$ cat src/hw/rtl/lslf_pkg.sv
`timescale 1ns / 1ps
package lslf_pkg;

   localparam int MaxSamplesDefault = 256;
   localparam logic [23:0] FieldGainReset = 24'd595480;

   typedef struct packed {
      logic [15:0] coil_current;
      logic [15:0] hall_voltage;
      logic        last_sample;
   } req_type;

   typedef struct packed {
      logic signed [31:0] slope;
      logic signed [31:0] intercept;
      logic [31:0]        mean_field;
      logic [31:0]        mean_voltage;
      logic               degenerate;
   } rsp_type;

   typedef enum logic [4:0] {
      ST_IDLE,
      ST_MUL,
      ST_ACC,
      ST_F0,
      ST_PRD_NXX,
      ST_PRD_SXSX,
      ST_PRD_P,
      ST_PRD_Q,
      ST_PRD_A,
      ST_PRD_B,
      ST_F2,
      ST_F3,
      ST_DIV_MX,
      ST_DIV_MY,
      ST_DIV_SL,
      ST_DIV_IC,
      ST_EMIT
   } state_type;

   typedef struct packed {
      logic load;
      logic mul;
      logic acc;
      logic prd_start;
      logic [2:0] prd_sel;
      logic f2;
      logic f3;
      logic div_start;
      logic [1:0] div_sel;
      logic emit;
   } cmd_type;

   typedef struct packed {
      logic last;
      logic prd_done;
      logic div_done;
      logic degen;
   } stat_type;

   localparam logic [1:0] DIV_MX = 2'd0;
   localparam logic [1:0] DIV_MY = 2'd1;
   localparam logic [1:0] DIV_SL = 2'd2;
   localparam logic [1:0] DIV_IC = 2'd3;

   localparam logic [2:0] PRD_NXX  = 3'd0;
   localparam logic [2:0] PRD_SXSX = 3'd1;
   localparam logic [2:0] PRD_P    = 3'd2;
   localparam logic [2:0] PRD_Q    = 3'd3;
   localparam logic [2:0] PRD_A    = 3'd4;
   localparam logic [2:0] PRD_B    = 3'd5;

endpackage

$ cat src/hw/rtl/lslf_ctrl.sv
`timescale 1ns / 1ps
module lslf_ctrl (
   input  logic               clock,
   input  logic               reset,
   input  logic               start,
   input  lslf_pkg::stat_type stat,
   output lslf_pkg::cmd_type  cmd,
   output logic               busy,
   output logic               strobe
);
   lslf_pkg::state_type st_ff, st_in;

   always_comb begin
      st_in = st_ff;
      case (st_ff)
         lslf_pkg::ST_IDLE:   if (start) st_in = lslf_pkg::ST_MUL;
         lslf_pkg::ST_MUL:    st_in = lslf_pkg::ST_ACC;
         lslf_pkg::ST_ACC:    st_in = stat.last ? lslf_pkg::ST_F0 : lslf_pkg::ST_IDLE;
         lslf_pkg::ST_F0:     st_in = lslf_pkg::ST_PRD_NXX;
         lslf_pkg::ST_PRD_NXX:  if (stat.prd_done) st_in = lslf_pkg::ST_PRD_SXSX;
         lslf_pkg::ST_PRD_SXSX: if (stat.prd_done) st_in = lslf_pkg::ST_PRD_P;
         lslf_pkg::ST_PRD_P:    if (stat.prd_done) st_in = lslf_pkg::ST_PRD_Q;
         lslf_pkg::ST_PRD_Q:    if (stat.prd_done) st_in = lslf_pkg::ST_PRD_A;
         lslf_pkg::ST_PRD_A:    if (stat.prd_done) st_in = lslf_pkg::ST_PRD_B;
         lslf_pkg::ST_PRD_B:    if (stat.prd_done) st_in = lslf_pkg::ST_F2;
         lslf_pkg::ST_F2:     st_in = lslf_pkg::ST_F3;
         lslf_pkg::ST_F3:     st_in = lslf_pkg::ST_DIV_MX;
         lslf_pkg::ST_DIV_MX: if (stat.div_done) st_in = lslf_pkg::ST_DIV_MY;
         lslf_pkg::ST_DIV_MY: begin
            if (stat.div_done)
               st_in = stat.degen ? lslf_pkg::ST_EMIT : lslf_pkg::ST_DIV_SL;
         end
         lslf_pkg::ST_DIV_SL: if (stat.div_done) st_in = lslf_pkg::ST_DIV_IC;
         lslf_pkg::ST_DIV_IC: if (stat.div_done) st_in = lslf_pkg::ST_EMIT;
         lslf_pkg::ST_EMIT:   st_in = lslf_pkg::ST_IDLE;
         default:             st_in = lslf_pkg::ST_IDLE;
      endcase
   end

   logic div_idle;
   assign div_idle = 1'b0;

   always_comb begin
      cmd           = '0;
      busy          = st_ff != lslf_pkg::ST_IDLE;
      strobe        = 1'b0;
      cmd.load      = (st_ff == lslf_pkg::ST_IDLE) && start;
      cmd.div_sel   = lslf_pkg::DIV_MX;
      cmd.prd_sel   = lslf_pkg::PRD_NXX;
      case (st_ff)
         lslf_pkg::ST_MUL: cmd.mul = 1'b1;
         lslf_pkg::ST_ACC: cmd.acc = 1'b1;
         lslf_pkg::ST_F0:  cmd.prd_start = 1'b1;
         lslf_pkg::ST_PRD_NXX: begin
            cmd.prd_sel   = lslf_pkg::PRD_SXSX;
            cmd.prd_start = stat.prd_done;
         end
         lslf_pkg::ST_PRD_SXSX: begin
            cmd.prd_sel   = lslf_pkg::PRD_P;
            cmd.prd_start = stat.prd_done;
         end
         lslf_pkg::ST_PRD_P: begin
            cmd.prd_sel   = lslf_pkg::PRD_Q;
            cmd.prd_start = stat.prd_done;
         end
         lslf_pkg::ST_PRD_Q: begin
            cmd.prd_sel   = lslf_pkg::PRD_A;
            cmd.prd_start = stat.prd_done;
         end
         lslf_pkg::ST_PRD_A: begin
            cmd.prd_sel   = lslf_pkg::PRD_B;
            cmd.prd_start = stat.prd_done;
         end
         lslf_pkg::ST_F2:  cmd.f2 = 1'b1;
         lslf_pkg::ST_F3: begin
            cmd.f3 = 1'b1;
            cmd.div_start = 1'b1;
         end
         lslf_pkg::ST_DIV_MX: begin
            cmd.div_sel   = lslf_pkg::DIV_MY;
            cmd.div_start = stat.div_done;
         end
         lslf_pkg::ST_DIV_MY: begin
            cmd.div_sel   = lslf_pkg::DIV_SL;
            cmd.div_start = stat.div_done && !stat.degen;
         end
         lslf_pkg::ST_DIV_SL: begin
            cmd.div_sel   = lslf_pkg::DIV_IC;
            cmd.div_start = stat.div_done;
         end
         lslf_pkg::ST_EMIT: begin
            cmd.emit = 1'b1;
            strobe   = 1'b1;
         end
         default: cmd.div_start = div_idle;
      endcase
   end

   always_ff @(posedge clock) begin
      if (reset) st_ff <= lslf_pkg::ST_IDLE;
      else st_ff <= st_in;
   end
endmodule

$ cat config.mk
export PLATFORM = sky130hd
export DESIGN_NAME = lslf_ctrl
export DESIGN_NICKNAME = d
export VERILOG_FILES = /design/src/hw/rtl/lslf_pkg.sv /design/src/hw/rtl/lslf_ctrl.sv
export SDC_FILE = /design/constraint.sdc
export NUM_CORES = 1
export LEC_CHECK = 0
export ABC_AREA = 1
export BUFFER_PORTS_ARGS = -buffer_cell sky130_fd_sc_hd__buf_2
export CAP_MARGIN = 20
export CORE_AREA = 2 2 39 41
export DETAILED_ROUTE_END_ITERATION = 12
export DIE_AREA = 0 0 41 43
export PLACE_DENSITY = 0.78
export SKIP_LAST_GASP = 1
export SLEW_MARGIN = 15
export SYNTH_ARGS = -nofsm -noshare
export SYNTH_HDL_FRONTEND = slang
export SYNTH_SLANG_ARGS = --single-unit
$ cat constraint.sdc
create_clock -name clock -period 1.41 [get_ports clock]
set_input_delay 0.282 -clock clock [delete_from_list [all_inputs] [get_ports clock]]
set_output_delay 0.282 -clock clock [all_outputs]
set_load 0.02 [all_outputs]
Word level (Yosys, flattened, before mapping)
Index checks and enable logic that the tools add are counted.
{ "word_totals": {"reg_bits": 5, "input_bits": 7, "out_inout_bits": 15, "word_cells": 59} }
{ "op_classes": {"n_eq_ne": 27, "muxes": 23, "n_reduce_logical": 8} }
{ "ops": {"columns": ["op", "count"], "rows": [
  ["case mux 5 bit (16 select lines)", 1],
  ["2-to-1 mux 5 bit", 12],
  ["equality test 5 x 4 -> 1 bit, second input constant", 8],
  ["!= test 2 bit, second input constant", 11],
  ["equality test 5 x 3 -> 1 bit, second input constant", 4],
  ["case mux 3 bit (5 select lines)", 1],
  ["AND reduction 11 bit", 1],
  ["equality test 5 x 2 -> 1 bit, second input constant", 2],
  ["case mux 2 bit (3 select lines)", 1],
  ["equality test 5 x 1 -> 1 bit, second input constant", 1],
  ["equality test 5 bit, second input constant", 1],
  ["zero test 5 bit", 1],
  ["2-to-1 mux 1 bit", 5],
  ["nonzero test 5 bit", 1],
  ["OR reduction 5 bit", 1],
  ["case mux 1 bit (3 select lines)", 1],
  ["logical AND 1 bit", 2],
  ["2-to-1 mux 2 bit", 1],
  ["case mux 1 bit (2 select lines)", 1],
  ["OR reduction 2 bit", 1],
  ["zero test 1 bit", 1]
]} }

Longest topological paths before layout
{ "logic_depth": {"word_depth": 3, "mapped_depth": 9, "ltp_nobuf": 9} }

Least setup slack after synthesis
Ideal clock, no wire load.
{ "synth_path": {"path_type": "reg2out", "startpoint": "register st_ff[3]", "endpoint": "output cmd[3] in the netlist's numbering", "t_arrival_ns": 1.602, "required_time_ns": 1.128, "slack_ns": -0.474, "path_stages_with_launch": 4, "n_path_buf": 0, "cell_sequence": "dfxtp_1 -> inv_2 -> nor4_1 -> o21bai_1"} }
{ "synth_rtl": {"columns": ["item", "line_no", "text"], "rows": [
  ["from (decl)", "lslf_ctrl.sv:11", "lslf_pkg::state_type st_ff, st_in;"],
  ["from (signal assigned)", "lslf_ctrl.sv:100", "if (reset) st_ff <= lslf_pkg::ST_IDLE;"],
  ["from (signal assigned)", "lslf_ctrl.sv:101", "else st_ff <= st_in;"],
  ["to (decl)", "lslf_ctrl.sv:7", "output lslf_pkg::cmd_type cmd,"]
]} }

==> results.toml <==
[clock_tree]
cts_made_buffers = 3
ctsHoldBuffers = 0
cts.sinks = 5
clock_latency_ns = 0.26
root_buffer = "clkbuf_4"
cts_max_level = 1
clk_path_buf_depth = 2
cts_tree = "yes"
clkTransAtPathRegs_ns = 0.06

[yosys]
synth_compound_area_frac = 0.1292
synth_edf_count = 0
ys.warnings.count = 0
synth_top_family_by_area = "simple AND/OR/NAND/NOR gates"
ys_seq_elements = 5
netlist_instances = 100
syn_avg_cell_area_um2 = 5.618
synthSimpleGateAreaFrac = 0.5189
syn_area_um2 = 561.8
synth_xor_xnor_area_share = 0
yosysUniqueCellTypes = 24
seq_area_frac_synth = 0.1782
async_reset_ff_frac = 0
synthAdderAreaFrac = 0
synthMuxAreaShare = 0
syn_nets = 107
synthFlopType = "dfxtp_1"

[timing]
final-max-slew-violation-count = 0
finClkSkew_ns = 0.01759
setup_viol = 17
finalCritPeriodShare = 1.180
hold_viol_final = 0
worst_pin_slew_ns = 0.3024
max_clock_freq_ghz = 0.6011
final.setup.worst_slack_ns = -0.2535
grt_setup_unrepaired = "true"
fin_tns_setup_ns = -2.005
timing.final.crit_period_ns = 1.664
slew_headroom = 0.7972

[run_status]
violations = "setup timing"
status = "finished with violations"

[run]
max_cap_viol_count = 0

[placement]
hpwl_mm = 1.337
pre_cts_slack_ns = -0.002190
place.port_buffers = 21
placed_cell_area_um2 = 779.5
place.gp.congestion = 0.8865

[die]
die_width_um = 41
die_y_um = 43
core-area_mm2 = 0.001384
io_pins = 22
dieArea_mm2 = 0.001763
rows = 14
initial_utilization = 0.4060

[drt]
wl_mm = 2.474
ant_nets = 0
routedWlPerCell_um = 15.86
routed_via_density = 5.628
drtIter0Drc = 41
drc_errors = 0
dr.pass1.iters = 4
vias = 878

[global_routing]
grt-ovfl-total = 0
grt_pass1_wl_mm = 2.835
track_usage = 0.2329
grt_pass1_vias = 691
grt_max_degree = 8
grt_antenna_before_repair = 0

[hold_path]
whs_path_depth = 2
min_to = "st_ff[2]"
hold_class = "primary input to flip-flop"
hp-start = "reset"

[pwr]
fin_total_pwr_mw = 1.447
ir_worst_vdd_mv = 0.7680
power_density_mw_per_mm2 = 1349
leakagePower_nw = 0.5593

[critical_path]
rr_worst_depth = 6
r2r_end = "st_ff[4]"
arrival_ns = 1.38
criticalPathCategory = "flip-flop to output port"
worstPathRequired_ns = 1.13
critPathCaptureType = "output port"
crit_path_start_kind = "flip-flop"
reg2reg_slack_ns = -0.06
timing.rr.start = "st_ff[2]"
crit_fanout = 7

[cells_and_area]
nNetsFinal = 148
diodes = 0
largest_reg_flops = 5
top_register = "st_ff"
drive_above_1_share = 0.5786
syn2layout_area_growth_pct = 90.87
final_common_cell = "nand2_1"
final_cell_area_mm2 = 0.001072
reg_top3 = "st_ff x5"
final_cell_mix = "nand2_1, buf_4, inv_1"
Yosys cell counts (2+ instances only):
cell / instances / area, um2
nand3_1: 5 / 25.02
nor3_1: 3 / 15.01
a21oi_1: 5 / 25.02
nand3_2: 2 / 20.02
inv_2: 5 / 18.77
nor4_1: 2 / 12.51
inv_1: 16 / 60.06
nand2_1: 24 / 90.09
nor2_2: 2 / 12.51
nor2_1: 15 / 56.30
nand2_2: 3 / 18.77
dfxtp_1: 5 / 100.1
nand4_1: 2 / 12.51
power by group:
group / switching, mW / internal, mW
clock network: 0.0728 / 0.108
logic: 0.588 / 0.419
registers: 0.0775 / 0.181
total: 0.739 / 0.708
routing by layer:
| layer | up-vias | GRT usage | part of all wire |
|---|---|---|---|
| met2 | 58 | 0.3500 | 0.49 |
| met1 | 396 | 0.2894 | 0.38 |
| met3 | 27 | 0.05236 | 0.071 |
| met4 | 0 | 0.1333 | 0.068 |
| met5 | - | 0 | 0 |
| li1 | 397 | - | - |
metrics by stage:
step	instances	util	hold WS (ns)
after detailed placement	143	0.5633	0.5046
after global placement	143	0.5633	0.5098
after CTS	154	0.6872	0.2488
after floorplan	100	-	0.3437
after global routing	156	0.7749	0.2561
final	156	0.7749	0.2581
worst max path at each step:
| stage | startpoint | to | depth (start not counted) |
|---|---|---|---|
| 2_1_floorplan | st_ff[0] | cmd[0] | 4 |
| 3_3_place_gp | st_ff[1] | cmd[3] | 6 |
| 3_5_place_dp | st_ff[1] | cmd[3] | 6 |
| 4_1_cts | st_ff[2] | cmd[3] | 4 |
| 5_1_grt | st_ff[0] | cmd[9] | 5 |
| 6_report | st_ff[0] | cmd[9] | 5 |
repair_timing:
item                                    in CTS  in global routing
endpoints found under the setup margin      15                 19
pin swaps                                    3                  5
resized for setup                           30                 30
buffers inserted                             7                  2
critical path, stage by stage, from the launching register on:
cell and delay [ns]:
dfxtp_4 0.38, nor2_4 0.18, inv_4 0.07, o21ai_1 0.21, a22o_1 0.18, buf_6 0.12
cell families after synthesis:
kind of cell | count (synthesis)
and+or+nand+nor | 60
buffers and inverters | 23
DFF | 5
AOI/OAI and AO/OA | 12
area by class of cell:
cell class                      count  area [um2]
Multi-Input combinational cell     72       510.5
Tap cell                           16       20.02
Clock buffer                        4       26.28
Inverter                           21       86.33
Timing Repair Buffer               38       312.8
Sequential cell                     5       116.4
Fill cell                          94       311.5
(Power assumes the default switching activity.)
